--- src/sltab_pkg.sv ---
// Shared types and constants for the sorted list table.
// Holds the beat structs, command and status codes, and the store sizes.
package sltab_pkg;
	localparam int CAP = 64;
	localparam int AW = $clog2(CAP);
	localparam int CW = $clog2(CAP + 1);

	localparam logic [2:0] CMD_INSERT = 3'd0;
	localparam logic [2:0] CMD_POP    = 3'd1;
	localparam logic [2:0] CMD_ERASE  = 3'd2;
	localparam logic [2:0] CMD_FIND   = 3'd3;
	localparam logic [2:0] CMD_REMOVE = 3'd4;
	localparam logic [2:0] CMD_READ   = 3'd5;
	localparam logic [2:0] CMD_UNIQUE = 3'd6;

	localparam logic [2:0] ST_OK       = 3'd0;
	localparam logic [2:0] ST_FULL     = 3'd1;
	localparam logic [2:0] ST_EMPTY    = 3'd2;
	localparam logic [2:0] ST_HIGH     = 3'd3;
	localparam logic [2:0] ST_NOTFOUND = 3'd4;

	localparam logic signed [31:0] INT_MAX = 32'sh7fff_ffff;

	typedef struct packed {
		logic [2:0]         cmd;
		logic signed [31:0] value;
		logic [5:0]         index;
	} in_t;

	typedef struct packed {
		logic signed [31:0] result_value;
		logic [5:0]         result_index;
		logic [6:0]         entry_count;
		logic [6:0]         removed;
		logic [2:0]         status;
	} out_t;

	typedef struct packed {
		logic load;
		logic step;
	} ctl_t;

	typedef struct packed {
		logic done;
	} sts_t;
endpackage

--- src/sltab_ram.sv ---
// Generic single-write, single-read RAM with registered read data.
// No dependencies.
module sltab_ram #(
	parameter int WIDTH = 32,
	parameter int DEPTH = 64
) (
	input  logic                     clk,
	input  logic                     we,
	input  logic [$clog2(DEPTH)-1:0] waddr,
	input  logic [WIDTH-1:0]         wdata,
	input  logic [$clog2(DEPTH)-1:0] raddr,
	output logic [WIDTH-1:0]         rdata
);
	logic [WIDTH-1:0] mem_q [DEPTH];
	logic [WIDTH-1:0] rdata_q;

	always_ff @(posedge clk) begin
		if (we) begin
			mem_q[waddr] <= wdata;
		end
		rdata_q <= mem_q[raddr];
	end

	assign rdata = rdata_q;
endmodule

--- src/sltab_ctrl.sv ---
// Controller for the sorted list table: sequences load, read and step cycles.
// Depends on sltab_pkg.
module sltab_ctrl import sltab_pkg::*; (
	input  logic clk,
	input  logic arst_n,
	input  logic in_valid,
	output logic in_stall,
	output logic out_valid,
	input  logic out_stall,
	input  sts_t sts,
	output ctl_t ctl
);
	localparam logic [1:0] S_IDLE = 2'd0;
	localparam logic [1:0] S_RD   = 2'd1;
	localparam logic [1:0] S_CMP  = 2'd2;
	localparam logic [1:0] S_OUT  = 2'd3;

	logic [1:0] state_q;

	assign in_stall = (state_q != S_IDLE);
	assign out_valid = (state_q == S_OUT);
	assign ctl.load = in_valid && (state_q == S_IDLE);
	assign ctl.step = (state_q == S_CMP);

	always_ff @(posedge clk or negedge arst_n) begin
		if (!arst_n) begin
			state_q <= S_IDLE;
		end else begin
			case (state_q)
				S_IDLE: begin
					if (in_valid) begin
						state_q <= sts.done ? S_OUT : S_RD;
					end
				end
				S_RD: state_q <= S_CMP;
				S_CMP: begin
					state_q <= sts.done ? S_OUT : S_RD;
				end
				S_OUT: begin
					if (!out_stall) begin
						state_q <= S_IDLE;
					end
				end
				default: state_q <= S_IDLE;
			endcase
		end
	end

	a_no_overlap: assert property (@(posedge clk) disable iff (!arst_n)
		out_valid |-> in_stall) else $error("input taken while result pending");
endmodule

--- src/sltab_dp.sv ---
// Datapath for the sorted list table: entry RAM, count, scan pointers, result.
// Depends on sltab_pkg and sltab_ram.
module sltab_dp import sltab_pkg::*; (
	input  logic clk,
	input  logic arst_n,
	input  in_t  in_data,
	input  ctl_t ctl,
	output sts_t sts,
	output out_t out_data
);
	logic [CW-1:0] cnt_q, cnt_d;
	logic [2:0] cmd_q, cmd_d;
	logic signed [31:0] val_q, val_d, last_q, last_d;
	logic [CW-1:0] rd_q, rd_d, wr_q, wr_d, rd1, wn, ix;
	logic first_q, first_d, place_q, place_d, keep, done;
	out_t res_q, res_d;
	logic we;
	logic [AW-1:0] wa;
	logic [31:0] wd, rdata;
	logic signed [31:0] rs;

	sltab_ram #(.WIDTH(32), .DEPTH(CAP)) u_ram (
		.clk(clk), .we(we), .waddr(wa), .wdata(wd),
		.raddr(rd_q[AW-1:0]), .rdata(rdata)
	);

	assign rs = $signed(rdata);
	assign rd1 = rd_q + CW'(1);

	always_comb begin
		cnt_d = cnt_q; cmd_d = cmd_q; val_d = val_q; last_d = last_q;
		rd_d = rd_q; wr_d = wr_q; first_d = first_q; place_d = place_q;
		res_d = res_q; we = 1'b0; wa = wr_q[AW-1:0]; wd = rdata; done = 1'b0;
		ix = '0; wn = wr_q; keep = 1'b0;
		if (ctl.load) begin
			cmd_d = in_data.cmd; val_d = in_data.value;
			first_d = 1'b1; place_d = 1'b0;
			res_d = '0;
			case (in_data.cmd)
				CMD_INSERT: begin
					if (cnt_q == CW'(CAP)) begin
						res_d.status = ST_FULL; done = 1'b1;
					end else if (cnt_q == '0) begin
						we = 1'b1; wa = '0; wd = in_data.value;
						cnt_d = CW'(1); done = 1'b1;
					end else begin
						rd_d = cnt_q - CW'(1); wr_d = cnt_q;
					end
				end
				CMD_POP, CMD_ERASE, CMD_READ: begin
					ix = (in_data.cmd == CMD_POP) ? '0 : CW'(in_data.index);
					if (cnt_q == '0) begin
						res_d.status = ST_EMPTY; res_d.result_value = INT_MAX; done = 1'b1;
					end else if (ix >= cnt_q) begin
						res_d.status = ST_HIGH; res_d.result_value = INT_MAX; done = 1'b1;
					end else begin
						rd_d = ix; wr_d = ix;
					end
				end
				CMD_FIND: begin
					if (cnt_q == '0) begin
						res_d.status = ST_NOTFOUND; done = 1'b1;
					end else begin
						rd_d = '0;
					end
				end
				CMD_REMOVE, CMD_UNIQUE: begin
					if (cnt_q == '0) begin
						done = 1'b1;
					end else begin
						rd_d = '0; wr_d = '0;
					end
				end
				default: done = 1'b1;
			endcase
		end else if (ctl.step) begin
			case (cmd_q)
				CMD_INSERT: begin
					we = 1'b1;
					if (place_q || !(rs > val_q)) begin
						wd = val_q; res_d.result_index = 6'(wr_q);
						cnt_d = cnt_q + CW'(1); done = 1'b1;
					end else begin
						wr_d = wr_q - CW'(1);
						if (rd_q == '0) begin
							place_d = 1'b1;
						end else begin
							rd_d = rd_q - CW'(1);
						end
					end
				end
				CMD_POP, CMD_ERASE, CMD_READ: begin
					first_d = 1'b0;
					if (first_q) begin
						res_d.result_value = rs;
					end else begin
						we = 1'b1; wr_d = wr_q + CW'(1);
					end
					if (first_q && cmd_q == CMD_READ) begin
						done = 1'b1;
					end else if (rd1 >= cnt_q) begin
						cnt_d = cnt_q - CW'(1); done = 1'b1;
					end else begin
						rd_d = rd1;
					end
				end
				CMD_FIND: begin
					if (rs == val_q) begin
						res_d.result_index = 6'(rd_q); done = 1'b1;
					end else if (rd1 >= cnt_q) begin
						res_d.status = ST_NOTFOUND; done = 1'b1;
					end else begin
						rd_d = rd1;
					end
				end
				CMD_REMOVE, CMD_UNIQUE: begin
					keep = (cmd_q == CMD_REMOVE) ? (rs != val_q) : (first_q || rs != last_q);
					first_d = 1'b0; last_d = rs;
					if (keep) begin
						we = 1'b1; wn = wr_q + CW'(1);
					end
					wr_d = wn;
					if (rd1 >= cnt_q) begin
						res_d.removed = 7'(cnt_q - wn); cnt_d = wn; done = 1'b1;
					end else begin
						rd_d = rd1;
					end
				end
				default: done = 1'b1;
			endcase
		end
		if (done) begin
			res_d.entry_count = 7'(cnt_d);
		end
	end

	always_ff @(posedge clk or negedge arst_n) begin
		if (!arst_n) begin
			cnt_q <= '0;
		end else begin
			cnt_q <= cnt_d;
		end
	end

	always_ff @(posedge clk) begin
		cmd_q <= cmd_d; val_q <= val_d; last_q <= last_d;
		rd_q <= rd_d; wr_q <= wr_d; first_q <= first_d; place_q <= place_d;
		res_q <= res_d;
	end

	assign sts.done = done;
	assign out_data = res_q;

	a_cnt_cap: assert property (@(posedge clk) disable iff (!arst_n)
		cnt_q <= CW'(CAP)) else $error("count above capacity");
	a_cnt_hold: assert property (@(posedge clk) disable iff (!arst_n)
		!ctl.load && !ctl.step |=> $stable(cnt_q)) else $error("count moved while idle");
endmodule

--- src/sorted_list_table.sv ---
// Sorted list table top level: up to 64 signed values kept in ascending order.
// Commands settled at once go straight to the result beat; else each step is one RAM read
// then one compare/write, and an insert at the front takes the most steps.
// One command at a time: the next beat is taken the cycle after the result beat has left.
// Reset (arst_n low, asynchronous) empties the table; RAM contents are not cleared.
module sorted_list_table import sltab_pkg::*; (
	input  logic clk,
	input  logic arst_n,
	input  logic in_valid,
	output logic in_stall,
	input  in_t  in_data,
	output logic out_valid,
	input  logic out_stall,
	output out_t out_data
);
	ctl_t ctl;
	sts_t sts;

	sltab_ctrl u_ctrl (
		.clk(clk), .arst_n(arst_n), .in_valid(in_valid), .in_stall(in_stall),
		.out_valid(out_valid), .out_stall(out_stall), .sts(sts), .ctl(ctl)
	);

	sltab_dp u_dp (
		.clk(clk), .arst_n(arst_n), .in_data(in_data), .ctl(ctl),
		.sts(sts), .out_data(out_data)
	);
endmodule
--- config.mk ---
export PLATFORM = sky130hd
export DESIGN_NAME = sorted_list_table
export DESIGN_NICKNAME = d
export VERILOG_FILES = /design/src/sltab_pkg.sv /design/src/sltab_ram.sv /design/src/sltab_ctrl.sv /design/src/sltab_dp.sv /design/src/sorted_list_table.sv
export SDC_FILE = /design/constraint.sdc
export NUM_CORES = 2
export LEC_CHECK = 0
export BUFFER_PORTS_ARGS = -buffer_cell sky130_fd_sc_hd__buf_2
export CAP_MARGIN = 20
export CORE_MARGIN = 8
export CORE_UTILIZATION = 47
export DETAILED_ROUTE_END_ITERATION = 8
export GPL_TIMING_DRIVEN = 1
export PLACE_DENSITY = 0.75
export SLEW_MARGIN = 20
export SYNTH_ARGS = -nofsm -noshare
export SYNTH_HDL_FRONTEND = slang
export SYNTH_SLANG_ARGS = --single-unit
--- constraint.sdc ---
create_clock -name clk -period 5.7 [get_ports clk]
set_input_delay 1.14 -clock clk [delete_from_list [all_inputs] [get_ports clk]]
set_output_delay 1.14 -clock clk [all_outputs]
set_load 0.02 [all_outputs]
# Yosys cells after proc, flatten, opt, wreduce, memory -nomap -nowiden
# Memories as Yosys holds them, arrays and structs flattened. A register that Yosys moved wholly into a read port is not among the register bits.
# Index checks and enable logic that the tools add are counted.
# Widths: inputs -> output; s select.
# word_totals
out_inout_bits,57
ramBits,2048
register_bits,147
in_bits,45
n_memories,1
elab_cells,196
# op_classes
n_lt_le_gt_ge,3
eq_ne,37
add_sub_neg,7
bitwise_logic,2
n_mux,96
n_reduce_logical,36
# mem_list
name,depth,width,read_ports,rd_ports_with_merged_regs,write_ports,line,text
u_dp.u_ram.mem_q,64,32,1,1,1,sltab_ram.sv:14,logic [WIDTH-1:0] mem_q [DEPTH];
# ops
cell,count
$mux 32,11
$mux 7,33
$pmux 7 s3,4
$mux 38,2
$ne 32x32->1,2
$mux 6,7
$ne 3x3->1 const B,11
$eq 32x32->1,1
$gt 32x32->1,1
$mux 31,1
$pmux 7 s4,1
$add 7x1->7 const B,3
$mux 3,7
$sub 7x1->7 const B,3
$mux 1,20
$eq 3x3->1 const B,6
$reduce_bool 2->1,8
$ge 7x7->1,2
$logic_not 7->1,2
$eq 3x2->1 const B,4
$pmux 6 s2,1
$reduce_and 12->1,1
$reduce_and 4->1,3
$reduce_and 10->1,1
27 further kinds,46

# Depth between registers and ports, before layout
# logic_depth
depth_word,12
ltp_mapped,18
mapped_depth_nobuf,17

# Modules after synthesis
# From an unflattened synthesis, not the netlist that was laid out.
# unflattened
cells_unflattened,4487
area_unflattened_um2,88663.8
# modules_own_cells
mod,area_each_um2,cells_per_inst,instances
sltab_ram,79039.6,3511,1
sltab_dp,9521.6,964,1
sltab_ctrl,102.6,12,1

# Worst setup path before layout
# Ideal clock, no wire load.
# synth_timing
path_type,input to register
startpoint,input in_data[38] (netlist bit)
endpoint,"memory u_dp.u_ram.mem_q[54][0], enable pin"
n_path_buf,2
arrival_time_ns,5.396
path_stages,6
slack_ns,-0.197
cell_sequence,clkbuf_1 > nor3_1 > nand4_1 > clkbuf_1 > nand4b_1 > nor4_1
# synth_via
elab_chain_cells,5
elab_cells_between_ends,7
cone_classes,mux (6); reduce/logical (1)
# synth_lines
item,line,text
from (decl),sorted_list_table.sv:11,"input in_t in_data,"
$logic_not 3->1 (*),sltab_dp.sv:39,case (in_data.cmd)
$mux 1,sltab_dp.sv:39,
$mux 1,sltab_dp.sv:35,if (ctl.load) begin
$mux 1,sltab_ram.sv:18,if (we) begin
$mux 1 (implied by the code),sltab_ram.sv:19,mem_q[waddr] <= wdata;
to (decl),sltab_ram.sv:14,
# Every way passes the cells marked *; elsewhere a longest branch is shown, timed or not.

# Worst setup path after layout
# layout_timing
startpoint,"register u_dp.u_ram.rdata_q[25] (netlist: u_dp.u_ram.rdata[25]), read port of u_dp.u_ram.mem_q"
endpoint,"memory u_dp.u_ram.mem_q[44][12], enable pin"
# layout_via
elab_chain_cells,9
elab_cells_between_ends,10
cone_classes,eq/ne (2); mux (7); reduce/logical (1)
# layout_lines
item,line,text
from (decl),sltab_ram.sv:15,logic [WIDTH-1:0] rdata_q;
$ne 32x32->1,sltab_dp.sv:117,keep = (cmd_q == CMD_REMOVE) ? (rs != val_q) : (first_q || rs != last_q);
$logic_or 1x1->1,sltab_dp.sv:117,
$mux 1 (*),sltab_dp.sv:117,
$mux 1 (*),sltab_dp.sv:119,if (keep) begin
$pmux 1 s3 (*),sltab_dp.sv:77,case (cmd_q)
$mux 1 (*),sltab_dp.sv:76,end else if (ctl.step) begin
$mux 1 (*),sltab_dp.sv:35,
$mux 1 (*),sltab_ram.sv:18,
$mux 1 (implied by the code) (*),sltab_ram.sv:19,
# Marked as above.

==> impl_metrics.yaml <==
clock_network:
  cts_root_buf: "clkbuf_16"
  postCtsSetupBuffers: 0
  htree_levels: 4
  cts_buffers: 200
  cts-resized-gates: 0
  clk_latency_ns: 0.84
  cts_buffer_depth: 3
  cts_tree: "yes"
  postCtsHoldBufs: 0
  clk_pin_slew_ns: 0.07
  clock_sinks: 2227
floorplanning:
  design.die.area_um2: 200000
  pin_count: 102
  core_area_um2: 185000
  die_h_um: 447
  initial_core_util_pct: 47.2
  rows: 158
  die_x_um: 447
job:
  cap_violations: 0
timing:
  final-setup-viol-count: 0
  worst_slew_pin_slew_ns: 1.09
  rsz0062_at_grt: "false"
  holdWs_ns: 0.158
  finalCriticalPeriod_ns: 4.59
  fin_crit_sh_pct: 80.5
  slew-limit-headroom_pct: 27.1
  finalHoldViolCount: 0
  drv_slew: 0
  fin_skew_ns: 0.0363
  fmax_mhz: 218
  fin_setup_tns_ns: 0
drt:
  wl_per_cell_um: 35.7
  via_per_inst: 6.54
  drtPass1Iterations: 8
  drt_wl_total_um: 243000
  ant_nets: 0
  initialDrtViolationCount: 7021
  vias: 44600
  drc: 0
yosys:
  synthMostInstantiatedCell: "edfxtp_1"
  synth_top_cell_area_share_pct: 74.6
  synth_fp_nets: 4009
  synth_cell_types: 69
  synth_ff_type: "edfxtp_1"
  synth-seq-area-share_pct: 76.0
  ys_top_cells_by_count: "edfxtp_1, mux4_2, clkbuf_1"
  synth_top_area_cell: "edfxtp_1"
  synthesis.instances: 3905
  synthTopCellsByArea: "edfxtp_1, mux4_2, dfxtp_1"
  async_flop_share_pct: 0.404
  avgSynthCellArea_um2: 22.4
  synth-seq-cells: 2227
  yosysWarnings: 0
  netlist_area_um2: 87400
  synth_edf_count: 2171
status:
  status: "finished clean"
worst_setup_path:
  reg2reg_slack_ns: 1.11
  r2r-start: "u_dp.u_ram.rdata[25]"
  cp-end-kind: "flip-flop"
  required_ns: 6.21
  r2r-end: "u_dp.u_ram.mem_q[44][12]"
  startpoint_type: "flip-flop"
  criticalPathCategory: "flip-flop to flip-flop"
  reg2regPathDepth: 10
  worstPathArrival_ns: 5.10
  cp_max_fo: 12
power_and_ir_drop:
  seq_power_share_pct: 42.5
  p_per_area_nw_per_um2: 527
  ir_worst_vdd_mv: 0.474
  p_sw_mw: 16.5
  leakagePower_nw: 31.1
  intPower_mw: 35.5
  power_frac_comb_pct: 32.0
  switching_share_pct: 31.7
  clockPowerShare_pct: 25.6
hold_path:
  hp-class: "primary input to asynchronous set/reset pin"
finish:
  syn_to_final_growth_pct: 13.1
  drive_above_1_share_pct: 30.6
  final_nets: 4258
  fillers: 13500
  fin_util_pct: 53.4
global_route:
  grt_pass1_vias: 44200
  grt_overflow: 0
  grt.total_usage_pct: 24.0
  antenna_found_initial: 11
  grt_max_degree: 147
  grt_pass1_wl_um: 339000
placement:
  dp_hpwl_um: 123000
  place.gp.congestion: 0.918
  numPortBuffers: 101
-- placed cells by master (no fill, tap or decap), types with 15 or more instances in the layout --
| cell | n |
|---|---|
| a21o_1 | 39 |
| a21oi_1 | 58 |
| a21oi_4 | 36 |
| buf_12 | 22 |
| buf_2 | 101 |
| buf_4 | 120 |
| bufinv_16 | 15 |
| clkbuf_1 | 42 |
| clkbuf_16 | 203 |
| clkinv_1 | 42 |
| clkinv_2 | 40 |
| dfxtp_1 | 47 |
| edfxtp_1 | 2171 |
| ha_1 | 58 |
| inv_1 | 80 |
| mux4_2 | 672 |
| nand2_1 | 84 |
| nand3_1 | 20 |
| nand4_1 | 24 |
| nor2_1 | 46 |
| nor2_4 | 56 |
| nor3_1 | 21 |
| o21ai_0 | 30 |
| o22ai_1 | 36 |
| xnor2_1 | 50 |
-- how the worst max path moves through the flow --
stage	startpoint	endpoint	slack [ns]	cells past startpoint
global placement	in_data[38]	u_dp.wr_q[3]	0.98	14
CTS	u_dp.u_ram.rdata[15]	u_dp.out_data[9]	1.13	16
floorplan	in_data[38]	u_dp.u_ram.mem_q[45][0]	0.20	5
detailed placement	in_data[38]	u_dp.wr_q[0]	0.97	14
global route	u_dp.u_ram.rdata[15]	u_dp.out_data[9]	0.81	16
finish	u_dp.u_ram.rdata[25]	u_dp.u_ram.mem_q[44][12]	1.11	10
-- layer usage --
layer  share of wire (%)  wire length (µm)  vias up  global-route usage, %
li1                    -                 -    17000                      -
met1                  34             83600    23400                   30.5
met2                  48            116000     3467                   38.5
met3                  12             28800      680                   6.13
met4                 6.1             14700        2                   11.9
met5              0.0041                10        -                      0
-- final cells by class --
class	count	area, µm²	area share, %
Timing Repair Buffer	243	1850	1.87
Clock buffer	254	5360	5.43
Tap cell	2480	3100	3.14
Multi-Input combinational cell	1400	20800	21.0
Sequential cell	2227	66400	67.2
Antenna cell	7	17.5	0.0177
Inverter	82	308	0.312
Clock inverter	117	1020	1.03
-- logic make-up (layout without fill, tap and decap cells) --
| group | count (synthesis) | in the layout | share of synthesized area, % |
|---|---|---|---|
| muxes | 687 | 687 | 17.5 |
| adders and majority gates | 59 | 59 | 0.854 |
| other | 0 | 7 | 0 |
| buffers and inverters | 278 | 696 | 1.32 |
| DFF | 2227 | 2227 | 76.0 |
| xor gates and xnor gates | 64 | 64 | 0.650 |
| and+or+nand+nor | 323 | 323 | 1.79 |
| AOI/OAI and AO/OA | 267 | 267 | 1.93 |
-- power groups by stage --
stage | registers, mW | clock network (mW) | logic (mW)
6_report | 22.1 | 13.3 | 16.6
5_1_grt | 22.1 | 14.0 | 17.4
4_1_cts | 22.1 | 13.4 | 16.5
3_5_place_dp | 22.4 | 0 | 16.3
3_3_place_gp | 22.3 | 0 | 16.0
2_1_floorplan | 22.5 | 0 | 10.8
-- registers in the layout (all words and copies together) (netlist names) --
name	flops
u_ctrl.state_q	2
u_dp.cmd_q	3
u_dp.cnt_q	7
u_dp.first_q	1
u_dp.last_q	32
u_dp.out_data	55
u_dp.place_q	1
u_dp.rd_q	7
u_dp.u_ram.mem_q	2048
u_dp.u_ram.rdata	32
u_dp.val_q	32
u_dp.wr_q	7
-- through the flow --
step / instance area, µm² / setup slack (ns) / total power, mW / cells
6_report: 98800 / 1.11 / 52.0 / 6810
5_1_grt: 98800 / 0.809 / 53.5 / 6806
4_1_cts: 98700 / 1.13 / 52.0 / 6802
3_5_place_dp: 92400 / 0.970 / 38.7 / 6431
3_3_place_gp: 92400 / 0.982 / 38.4 / 6431
2_1_floorplan: 87400 / 0.197 / 33.3 / 3905
-- worst max-delay path, cell delays in order, from the launching register on --
cell,delay [ns]
dfxtp_1,0.62
ha_1,0.33
nand4_1,0.27
nor4_4,0.13
nand3_1,0.24
nand2_1,0.11
nand2_1,0.11
and3_1,0.41
nand4_1,0.63
nor2b_4,1.04
buf_4,0.36
(Power assumes the default switching activity.)
